**config.mk**
```make
export PLATFORM = sky130hd
export DESIGN_NAME = dda_line_rasterizer
export DESIGN_NICKNAME = d
export VERILOG_FILES = /design/src/hw/rtl/dda_pkg.sv /design/src/hw/rtl/dda_datapath.sv /design/src/hw/rtl/dda_ctrl.sv /design/src/hw/rtl/dda_line_rasterizer.sv
export SDC_FILE = /design/constraint.sdc
export NUM_CORES = 1
export LEC_CHECK = 0
export BUFFER_PORTS_ARGS = -buffer_cell sky130_fd_sc_hd__buf_2
export CORE_ASPECT_RATIO = 1.5
export CORE_MARGIN = 10
export CORE_UTILIZATION = 55
export DETAILED_ROUTE_END_ITERATION = 6
export PLACE_DENSITY = 0.73
export SYNTH_ARGS = -nofsm -noshare
export SYNTH_HDL_FRONTEND = slang
export SYNTH_SLANG_ARGS = --single-unit
```
**constraint.sdc**
```tcl
create_clock -name i_clk -period 6.6 [get_ports i_clk]
set_input_delay 0.66 -clock i_clk [delete_from_list [all_inputs] [get_ports i_clk]]
set_output_delay 0.66 -clock i_clk [all_outputs]
set_load 0.02 [all_outputs]
```
**src/hw/rtl/dda_pkg.sv**
```systemverilog
// Package for the DDA line rasterizer: widths, payload structs, state encoding
// and the command/status structs between controller and datapath.
// No dependencies.
`timescale 1ns / 1ps

package dda_pkg;

    localparam int COORD_BITS = 11;
    localparam int FRAC_BITS  = 16;
    localparam int POS_BITS   = COORD_BITS + FRAC_BITS;
    localparam int STEP_BITS  = FRAC_BITS + 2;
    localparam int QUO_BITS   = FRAC_BITS + 1;
    localparam int CNT_BITS   = $clog2(QUO_BITS);
    localparam int LEFT_BITS  = COORD_BITS + 1;

    localparam logic FUNC_START = 1'b0;
    localparam logic FUNC_STEP  = 1'b1;

    typedef struct packed {
        logic                  func;
        logic [COORD_BITS-1:0] start_x;
        logic [COORD_BITS-1:0] start_y;
        logic [COORD_BITS-1:0] end_x;
        logic [COORD_BITS-1:0] end_y;
    } t_in_item;

    typedef struct packed {
        logic [COORD_BITS-1:0] pixel_x;
        logic [COORD_BITS-1:0] pixel_y;
        logic                  last_pixel;
    } t_out_item;

    typedef enum logic [1:0] {
        ST_IDLE,
        ST_DIVIDE,
        ST_COMMIT
    } t_state;

    typedef struct packed {
        logic load;
        logic div_step;
        logic commit;
        logic emit;
    } t_dp_cmd;

    typedef struct packed {
        logic line_active;
    } t_dp_status;

endpackage

```
**src/hw/rtl/dda_datapath.sv**
```systemverilog
// DDA datapath: endpoint setup, shared-divisor restoring divider for both
// increments, position accumulators and the output register.
// Depends on dda_pkg.
`timescale 1ns / 1ps

module dda_datapath
    import dda_pkg::*;
(
    input  logic       i_clk,
    input  logic       i_rst_n,
    input  t_in_item   i_data,
    input  t_dp_cmd    i_cmd,
    output t_dp_status o_status,
    output t_out_item  o_data
);

    logic [POS_BITS-1:0]   r_pos_x, r_pos_y;
    logic [STEP_BITS-1:0]  r_step_x, r_step_y;
    logic [LEFT_BITS-1:0]  r_pixels_left;
    logic                  r_line_active;
    logic [COORD_BITS-1:0] r_den;
    logic [COORD_BITS:0]   r_rem_x, r_rem_y;
    logic [QUO_BITS-1:0]   r_q_x, r_q_y;
    logic                  r_neg_x, r_neg_y;
    t_out_item             r_out;

    // setup
    logic signed [COORD_BITS:0] dx, dy;
    logic [COORD_BITS:0]        ax_w, ay_w;
    logic [COORD_BITS-1:0]      ax, ay, steps;

    assign dx    = $signed({1'b0, i_data.end_x}) - $signed({1'b0, i_data.start_x});
    assign dy    = $signed({1'b0, i_data.end_y}) - $signed({1'b0, i_data.start_y});
    assign ax_w  = dx[COORD_BITS] ? -dx : dx;
    assign ay_w  = dy[COORD_BITS] ? -dy : dy;
    assign ax    = ax_w[COORD_BITS-1:0];
    assign ay    = ay_w[COORD_BITS-1:0];
    assign steps = (ax > ay) ? ax : ay;

    // divider step: compare, subtract, shift
    logic                  ge_x, ge_y;
    logic [COORD_BITS:0]   sub_x, sub_y;
    logic [COORD_BITS:0]   n_rem_x, n_rem_y;
    logic [QUO_BITS-1:0]   n_q_x, n_q_y;

    assign ge_x    = r_rem_x >= {1'b0, r_den};
    assign ge_y    = r_rem_y >= {1'b0, r_den};
    assign sub_x   = r_rem_x - (ge_x ? {1'b0, r_den} : '0);
    assign sub_y   = r_rem_y - (ge_y ? {1'b0, r_den} : '0);
    assign n_rem_x = {sub_x[COORD_BITS-1:0], 1'b0};
    assign n_rem_y = {sub_y[COORD_BITS-1:0], 1'b0};
    assign n_q_x   = {r_q_x[QUO_BITS-2:0], ge_x};
    assign n_q_y   = {r_q_y[QUO_BITS-2:0], ge_y};

    // signed increments
    logic [STEP_BITS-1:0] mag_x, mag_y, n_step_x, n_step_y;

    assign mag_x    = {1'b0, r_q_x};
    assign mag_y    = {1'b0, r_q_y};
    assign n_step_x = (r_den == '0) ? '0 : (r_neg_x ? -mag_x : mag_x);
    assign n_step_y = (r_den == '0) ? '0 : (r_neg_y ? -mag_y : mag_y);

    // rounding and advance
    localparam logic [POS_BITS-1:0] HALF = POS_BITS'(1) << (FRAC_BITS - 1);
    logic [POS_BITS-1:0] rnd_x, rnd_y, n_pos_x, n_pos_y;

    assign rnd_x   = r_pos_x + HALF;
    assign rnd_y   = r_pos_y + HALF;
    assign n_pos_x = r_pos_x + {{(POS_BITS-STEP_BITS){r_step_x[STEP_BITS-1]}}, r_step_x};
    assign n_pos_y = r_pos_y + {{(POS_BITS-STEP_BITS){r_step_y[STEP_BITS-1]}}, r_step_y};

    always_ff @(posedge i_clk) begin
        if (!i_rst_n) begin
            r_line_active <= 1'b0;
            r_pixels_left <= '0;
        end else if (i_cmd.load) begin
            r_line_active <= 1'b1;
            r_pixels_left <= {1'b0, steps} + LEFT_BITS'(1);
        end else if (i_cmd.emit) begin
            r_pixels_left <= r_pixels_left - LEFT_BITS'(1);
            if (r_pixels_left == LEFT_BITS'(1)) begin
                r_line_active <= 1'b0;
            end
        end
    end

    always_ff @(posedge i_clk) begin
        if (i_cmd.load) begin
            r_pos_x <= {i_data.start_x, {FRAC_BITS{1'b0}}};
            r_pos_y <= {i_data.start_y, {FRAC_BITS{1'b0}}};
            r_den   <= steps;
            r_rem_x <= {1'b0, ax};
            r_rem_y <= {1'b0, ay};
            r_neg_x <= dx[COORD_BITS];
            r_neg_y <= dy[COORD_BITS];
            r_q_x   <= '0;
            r_q_y   <= '0;
        end else if (i_cmd.div_step) begin
            r_rem_x <= n_rem_x;
            r_rem_y <= n_rem_y;
            r_q_x   <= n_q_x;
            r_q_y   <= n_q_y;
        end else if (i_cmd.commit) begin
            r_step_x <= n_step_x;
            r_step_y <= n_step_y;
        end else if (i_cmd.emit) begin
            r_out.pixel_x    <= rnd_x[POS_BITS-1:FRAC_BITS];
            r_out.pixel_y    <= rnd_y[POS_BITS-1:FRAC_BITS];
            r_out.last_pixel <= (r_pixels_left == LEFT_BITS'(1));
            r_pos_x          <= n_pos_x;
            r_pos_y          <= n_pos_y;
        end
    end

    assign o_status.line_active = r_line_active;
    assign o_data               = r_out;

`ifndef NO_ASSERTIONS
    a_last_ends_line: assert property (@(posedge i_clk) disable iff (!i_rst_n)
        (i_cmd.emit && r_pixels_left == LEFT_BITS'(1)) |=> !r_line_active)
        else $error("line still active after last pixel");

    a_active_has_pixels: assert property (@(posedge i_clk) disable iff (!i_rst_n)
        r_line_active |-> (r_pixels_left != '0))
        else $error("active line with no pixels left");

    a_pixels_bounded: assert property (@(posedge i_clk) disable iff (!i_rst_n)
        r_pixels_left <= LEFT_BITS'(1 << COORD_BITS))
        else $error("pixel count above longest line");
`endif

endmodule

```
**src/hw/rtl/dda_ctrl.sv**
```systemverilog
// DDA controller: input/output handshake, divide sequencing and datapath commands.
// Depends on dda_pkg.
`timescale 1ns / 1ps

module dda_ctrl
    import dda_pkg::*;
(
    input  logic       i_clk,
    input  logic       i_rst_n,
    input  logic       i_valid,
    input  logic       i_func,
    input  logic       i_out_ready,
    input  t_dp_status i_status,
    output logic       o_in_ready,
    output logic       o_out_valid,
    output t_dp_cmd    o_cmd
);

    localparam logic [CNT_BITS-1:0] CNT_LAST = CNT_BITS'(QUO_BITS - 1);

    t_state              r_state, n_state;
    logic [CNT_BITS-1:0] r_cnt, n_cnt;
    logic                r_out_valid, n_out_valid;
    logic                in_fire;

    always_ff @(posedge i_clk) begin
        if (!i_rst_n) begin
            r_state     <= ST_IDLE;
            r_cnt       <= '0;
            r_out_valid <= 1'b0;
        end else begin
            r_state     <= n_state;
            r_cnt       <= n_cnt;
            r_out_valid <= n_out_valid;
        end
    end

    always_comb begin
        n_state    = r_state;
        n_cnt      = r_cnt;
        o_cmd      = '0;
        o_in_ready = 1'b0;
        in_fire    = 1'b0;
        unique case (r_state)
            ST_IDLE: begin
                o_in_ready = !r_out_valid || i_out_ready;
                in_fire    = i_valid && o_in_ready;
                if (in_fire && i_func == FUNC_START) begin
                    o_cmd.load = 1'b1;
                    n_cnt      = '0;
                    n_state    = ST_DIVIDE;
                end else if (in_fire && i_func == FUNC_STEP && i_status.line_active) begin
                    o_cmd.emit = 1'b1;
                end
            end
            ST_DIVIDE: begin
                o_cmd.div_step = 1'b1;
                n_cnt          = r_cnt + CNT_BITS'(1);
                if (r_cnt == CNT_LAST) begin
                    n_state = ST_COMMIT;
                end
            end
            ST_COMMIT: begin
                o_cmd.commit = 1'b1;
                n_state      = ST_IDLE;
            end
            default: begin
                n_state = ST_IDLE;
            end
        endcase
        if (o_cmd.emit) begin
            n_out_valid = 1'b1;
        end else if (i_out_ready) begin
            n_out_valid = 1'b0;
        end else begin
            n_out_valid = r_out_valid;
        end
    end

    assign o_out_valid = r_out_valid;

`ifndef NO_ASSERTIONS
    a_busy_not_ready: assert property (@(posedge i_clk) disable iff (!i_rst_n)
        (r_state != ST_IDLE) |-> !o_in_ready)
        else $error("input ready while dividing");

    a_emit_valid: assert property (@(posedge i_clk) disable iff (!i_rst_n)
        o_cmd.emit |=> r_out_valid)
        else $error("emitted pixel not presented");

    a_divide_ends: assert property (@(posedge i_clk) disable iff (!i_rst_n)
        (r_state == ST_DIVIDE && r_cnt == CNT_LAST) |=> (r_state == ST_COMMIT))
        else $error("divide did not finish on the last quotient bit");
`endif

endmodule

```
**src/hw/rtl/dda_line_rasterizer.sv**
```systemverilog
// DDA line rasterizer top level: controller plus datapath, valid/ready channels.
// Start transfer: input blocked while the divider runs its divide steps and the commit.
// Step transfer: pixel in the output register in the cycle after, one pixel per cycle
// sustained while the output side takes every cycle; the output register decouples.
// Reset (synchronous, active low) clears the state machine, output valid and line.
// Depends on dda_pkg, dda_ctrl and dda_datapath.
`timescale 1ns / 1ps

module dda_line_rasterizer
    import dda_pkg::*;
(
    input  logic      i_clk,
    input  logic      i_rst_n,
    input  logic      i_valid,
    output logic      o_ready,
    input  t_in_item  i_data,
    output logic      o_valid,
    input  logic      i_ready,
    output t_out_item o_data
);

    t_dp_cmd    cmd;
    t_dp_status status;

    dda_ctrl u_ctrl (
        .i_clk       (i_clk),
        .i_rst_n     (i_rst_n),
        .i_valid     (i_valid),
        .i_func      (i_data.func),
        .i_out_ready (i_ready),
        .i_status    (status),
        .o_in_ready  (o_ready),
        .o_out_valid (o_valid),
        .o_cmd       (cmd)
    );

    dda_datapath u_datapath (
        .i_clk    (i_clk),
        .i_rst_n  (i_rst_n),
        .i_data   (i_data),
        .i_cmd    (cmd),
        .o_status (status),
        .o_data   (o_data)
    );

endmodule

```
# --- Word-level counts from Yosys, hierarchy flattened ---
# Cells that the tools add are included.
op_classes:
  add_sub_neg: 15
  order_cmp: 3
  eq_ne: 8
  muxes: 39
  n_bitwise: 6
  n_reduce_logical: 22
ops:
  columns: ["op", "n"]
  rows:
  - ["27-bit 2-to-1 mux", 8]
  - ["11-bit 2-to-1 mux", 9]
  - ["27-bit by 16-bit adder with 27-bit output (second input constant)", 2]
  - ["27-bit adder", 2]
  - ["17-bit negator with 18-bit output", 2]
  - ["17-bit 2-to-1 mux", 2]
  - ["12-bit by 11-bit greater-or-equal comparator with 1-bit output", 2]
  - ["12-bit 2-to-1 mux", 2]
  - ["11-bit by 11-bit subtractor with 12-bit output", 2]
  - ["11-bit negator", 2]
  - ["11-bit subtractor", 2]
  - ["1-bit 2-to-1 mux", 13]
  - ["11-bit by 1-bit adder with 12-bit output (second input constant)", 1]
  - ["12-bit by 1-bit equality test with 1-bit output (second input constant)", 1]
  - ["12-bit by 1-bit subtractor with 12-bit output (second input constant)", 1]
  - ["11-bit greater-than comparator", 1]
  - ["11-bit zero test", 1]
  - ["5-bit case mux with 2 select lines", 1]
  - ["2-bit nonzero test", 5]
  - ["3-bit AND reduction", 3]
  - ["2-bit by 1-bit inequality test with 1-bit output (second input constant)", 4]
  - ["1-bit NOT", 6]
  - ["2-bit AND reduction", 3]
  - ["5-bit by 1-bit adder with 5-bit output (second input constant)", 1]
  - ["12 further kinds", 17]
word_totals:
  reg_bits: 205
  inputBits: 49
  output_inout_bits: 25
  word_cells: 118

# --- Longest topological paths before layout ---
logic_depth:
  word_depth: 12
  depth_mapped: 26
  ltp_nobuf: 25

# --- By module ---
# From an unflattened synthesis, not the netlist that was laid out.
unflattened:
  cells_unflattened: 1580
  hier_area_um2: 14616.5
by_module_without_submodules:
  columns: ["module", "n_inst", "cells_per_inst", "area_each_um2", "seq_area_each_um2"]
  rows:
  - ["dda_datapath", 1, 1533, 14177.3, 5104.9]
  - ["dda_ctrl", 1, 47, 439.2, 160.2]

# --- Least setup slack after synthesis ---
# Ideal clock, no wire load.
synth_timing:
  kind: "in2reg"
  start: "in i_data[11] in the netlist's numbering"
  end: "reg u_datapath.r_pixels_left[10]"
  setup_ps: 137
  arrival_time_ps: 5388
  required_time_ps: 6463
  slack_ps: 1075
  path_stages: 25
  path_buffers: 1
  path_cell_list: "inv_1 -> ha_1 -> inv_1 -> fa_1 -> a211o_1 -> a211oi_1 -> o21ba_2 -> o211ai_1 -> a21oi_1 -> xor2_1 -> xor2_1 -> ha_1 -> a21oi_1 -> o21ai_0 -> nor3_2 -> or2_2 -> buf_2 -> mux2i_1 -> ha_1 -> nand2_1 -> o22ai_1 -> nand3_2 -> nor4_2 -> a21bo_1 -> a31oi_1"
synth_between:
  elab_chain_len: 7
synth_lines:
  columns: ["item", "line_no", "rtl"]
  rows:
  - ["start, declared", "dda_line_rasterizer.sv:16", "input t_in_item i_data,"]
  - ["11-bit by 11-bit subtractor with 12-bit output *", "dda_datapath.sv:32", "assign dx = $signed({1'b0, i_data.end_x}) - $signed({1'b0, i_data.start_x});"]
  - ["11-bit negator", "dda_datapath.sv:34", "assign ax_w = dx[COORD_BITS] ? -dx : dx;"]
  - ["11-bit 2-to-1 mux *", "dda_datapath.sv:34", null]
  - ["11-bit greater-than comparator", "dda_datapath.sv:38", "assign steps = (ax > ay) ? ax : ay;"]
  - ["11-bit 2-to-1 mux *", "dda_datapath.sv:38", null]
  - ["via u_datapath.steps[0]", "dda_datapath.sv:30", "logic [COORD_BITS-1:0] ax, ay, steps;"]
  - ["11-bit by 1-bit adder with 12-bit output *", "dda_datapath.sv:78", "r_pixels_left <= {1'b0, steps} + LEFT_BITS'(1);"]
  - ["12-bit 2-to-1 mux *", "dda_datapath.sv:76", "end else if (i_cmd.load) begin"]
  - ["end signal, assigned", "dda_datapath.sv:78", null]
  - ["end signal, assigned", "dda_datapath.sv:80", "r_pixels_left <= r_pixels_left - LEFT_BITS'(1);"]
  - ["end, declared", "dda_datapath.sv:19", "logic [LEFT_BITS-1:0] r_pixels_left;"]
# Mark *: on every way through the listed nets, which the timed path passes. The rest lies on a longest branch.
# A chain may end at the register's enable or synchronous reset.

# --- Worst setup path in the final report ---
layout_timing:
  start: "in i_data[0] in the netlist's numbering"
  end: "reg u_datapath.r_pixels_left[10]"
layout_between:
  elab_chain_len: 7
layout_lines:
  columns: ["item", "line_no", "rtl"]
  rows:
  - ["11-bit by 11-bit subtractor with 12-bit output *", "dda_datapath.sv:33", "assign dy = $signed({1'b0, i_data.end_y}) - $signed({1'b0, i_data.start_y});"]
  - ["11-bit negator", "dda_datapath.sv:35", "assign ay_w = dy[COORD_BITS] ? -dy : dy;"]
  - ["11-bit 2-to-1 mux *", "dda_datapath.sv:35", null]
  - ["11-bit greater-than comparator", "dda_datapath.sv:38", null]
  - ["11-bit 2-to-1 mux *", "dda_datapath.sv:38", null]
  - ["via u_datapath.steps[0]", "dda_datapath.sv:30", null]
  - ["11-bit by 1-bit adder with 12-bit output *", "dda_datapath.sv:78", null]
  - ["12-bit 2-to-1 mux *", "dda_datapath.sv:76", null]
# Marks and branches as above.

==> results.ini <==
[routing]
route.detailed.drc = 0
drtIter0Drc = 580
wirelength_um = 38170
vias_per_cell = 5.971
avgRoutedWirePerCell_um = 18.42
first_pass_iters = 5
drtAntennaViolNets = 0
vias = 12370

[sta]
finalSetupViolCount = 0
drv_slew = 0
fin_setup_tns_ns = 0
rsz0062_at_grt = no
hold_violations = 0
worstMarginPinSlew_ns = 1.163
max_slew_margin_pct = 22.48
finalClockSkew_ns = 0.02021
holdWs_ns = 0.4551
fin_crit_sh_pct = 85.15
fin_crit_ns = 5.620
clock.fmax_mhz = 177.9

[status]
status = complete, no violations

[yosys]
synth-compound-area-share_pct = 18.60
syn_inst = 1659
synthFlopType = edfxtp_1
syn_area_mm2 = 0.01493
synth_mux_area_share_pct = 3.579
synthArstFlopShare_pct = 0
synth-xor-area-share_pct = 8.331
synth_adder_area_share_pct = 12.71
ys_ff_latch = 205
avgSynthCellArea_um2 = 8.999
synth_top_family_by_area = compound AO/OA/AOI/OAI gates
synth_edf_count = 116
synth.distinct_cells = 92
synth_nets = 1856
synthSimpleGateAreaFrac_pct = 17.29
synth_warnings = 0
yosysSeqAreaShare_pct = 35.27

[cts]
clockRootBuffer = clkbuf_16
postCtsHoldBufs = 0
insertion_delay_ns = 0.53
cts_sinks = 205
cts_buffer_depth = 3
clk_pin_slew_ns = 0.06
h-tree-depth = 1
cts_tree = built
cts_setup_buffers = 0
cts-buffers-inserted = 22
post_cts_resized = 0

[worst_setup_path]
cp_max_fo = 12
worstPathRequired_ns = 6.95
arrival_ns = 5.97
start_kind = input pin
critPathKind = in2reg
worstReg2RegStart = u_datapath.r_den[0]
worst_path_max_delay_cell = nor4_1
r2r_cells = 23
end_kind = flop
cpPeakStageDelay_ns = 0.51
r2r-end = u_datapath.r_rem_x[11]
regToRegSetupSlack_ns = 1.62

[worst_hold_path]
hold_depth = 2
hp-class = reg2reg
worstHoldStart = u_datapath.r_pos_y[11]
whs_endpoint = u_datapath.r_pos_y[11]

[layout]
fillers = 2301
drive_gt1_share_pct = 9.516
fin_nets = 1915
regArea_mm2 = 0.005265
utilization_pct = 61.35
area_growth_pct = 9.604
final_cell_mix = 155 x nor2_1, 148 x nand2_1, 140 x ha_1
multi_input_area_mm2 = 0.009054
instances_no_fill = 2072
layout_commonest_cell = nor2_1

[place]
dp_hpwl_um = 29100
place_inst = 2031
place.gp.congestion = 0.9195
numPortBuffers = 73

[die]
die_h_um = 221.8
dieArea_mm2 = 0.03427
fp.dieW_um = 154.5
start_util_pct = 55.98
row_count = 73
ios = 74
core-area_mm2 = 0.02667

[power]
leakagePower_nw = 6.924
powerDensity_mw_per_mm2 = 357.0
ir_worst_vdd_mv = 0.3729
total_power_mw = 5.842

[grt]
grt_pass1_vias = 12620
track_usage_pct = 21.62
grt_max_degree = 65
antenna_found_initial = 3
grt_pass1_wl_um = 61930
grt-ovfl-total = 0

[run]
cap_violations = 0

flip-flops by register name (all words and copies together) (netlist names):
register	cells
u_datapath.r_rem_y	12
u_ctrl.o_out_valid	1
u_datapath.r_q_y	17
u_datapath.o_status	1
u_datapath.o_data	23
u_datapath.r_pos_x	27
u_datapath.r_step_x	18
u_datapath.r_neg_y	1
u_datapath.r_pixels_left	12
u_datapath.r_pos_y	27
u_datapath.r_den	11
u_datapath.r_step_y	18
u_ctrl.r_state	2
u_datapath.r_q_x	17
u_datapath.r_neg_x	1
u_ctrl.r_cnt	5
u_datapath.r_rem_x	12
metal layers:
metal  track usage [%]  vias up  share of wire (%)
met5                 0        -              0.018
met4             9.839        2                3.9
met3             2.873       81                3.3
met2             41.32      225                 54
met1             22.47     5928                 38
li1                  -     6135                  -
through the flow:
step	area, um2	setup WS [ns]
3_5_place_dp	15620	0.5500
5_1_grt	16360	0.5862
6_report	16360	0.9801
4_1_cts	16360	1.083
2_1_floorplan	14930	1.075
3_3_place_gp	15620	0.6855
synthesized netlist by cell type, drive strengths merged (4+ instances only):
cell type / instances / area (um2)
xor2: 66 / 578.1
nor2: 157 / 589.3
nor2b: 22 / 137.6
xnor2: 76 / 665.6
nand2b: 24 / 150.1
or3: 12 / 76.33
o41ai: 10 / 106.4
inv: 105 / 394.1
a211o: 10 / 87.58
buf: 11 / 67.56
o211ai: 14 / 118.9
nand2: 148 / 555.5
a21o: 37 / 280.3
o21ai: 84 / 424.2
a2111oi: 5 / 75.08
nor3b: 8 / 60.06
o31ai: 17 / 127.6
nor3: 36 / 190.2
a211oi: 21 / 157.7
dfxtp: 89 / 1782
and3: 15 / 93.84
nand3: 48 / 257.8
and2: 10 / 62.56
clkbuf: 41 / 153.9
o21bai: 8 / 60.06
fa: 6 / 120.1
nor4: 16 / 121.4
a21oi: 123 / 630.6
a31oi: 12 / 75.07
a21boi: 11 / 82.58
o2111ai: 5 / 43.79
mux2i: 48 / 500.5
nand4: 16 / 100.1
or2: 7 / 43.79
nand3b: 8 / 60.06
ha: 142 / 1777
o21a: 11 / 82.58
o22ai: 16 / 100.1
a32o: 4 / 40.04
edfxtp: 116 / 3483
worst max path at each step:
stage                           from                      endpoint  slack (ns)  cells after the start
after floorplan           i_data[11]  u_datapath.r_pixels_left[10]        1.08                     25
after global placement     i_data[0]  u_datapath.r_pixels_left[10]        0.69                     25
after detailed placement   i_data[0]  u_datapath.r_pixels_left[10]        0.55                     25
after CTS                  i_data[0]  u_datapath.r_pixels_left[10]        1.08                     25
after global routing      i_data[24]  u_datapath.r_pixels_left[10]        0.59                     23
final                      i_data[0]  u_datapath.r_pixels_left[10]        0.98                     25
logic make-up (layout without fill, tap and decap cells):
| family | after synthesis | after routing |
|---|---|---|
| xor+xnor | 142 | 142 |
| buf+inv | 160 | 235 |
| other cells | 0 | 1 |
| fa+ha+maj | 148 | 148 |
| flops | 205 | 205 |
| mux | 51 | 51 |
| compound gates | 417 | 417 |
| simple gates | 536 | 536 |
power by group:
part | leakage (nW) | internal [mW] | switching [mW]
Combinational | 4.76 | 1.12 | 1.65
Clock | 0.358 | 0.758 | 0.527
Sequential | 1.80 | 1.63 | 0.156
cell type report:
type                       instances  area share (%)
multi-input combinational       1294           55.33
sequential                       205           32.18
clock buffer                      28           3.632
timing repair buffer              87           2.875
tap                              337           2.577
inverter                         108           2.523
clock inverter                    12          0.8717
antenna                            1         0.01529
worst max-delay path: cells and delay by family:
| kind | cells | cell delay (ns) |
|---|---|---|
| simple gates | 7 | 1.67 |
| compound gates | 7 | 1.45 |
| fa+ha+maj | 4 | 1.15 |
| xor+xnor | 2 | 0.44 |
| mux | 1 | 0.31 |
| buf+inv | 4 | 0.29 |
Power figures use the tool's default switching activity.
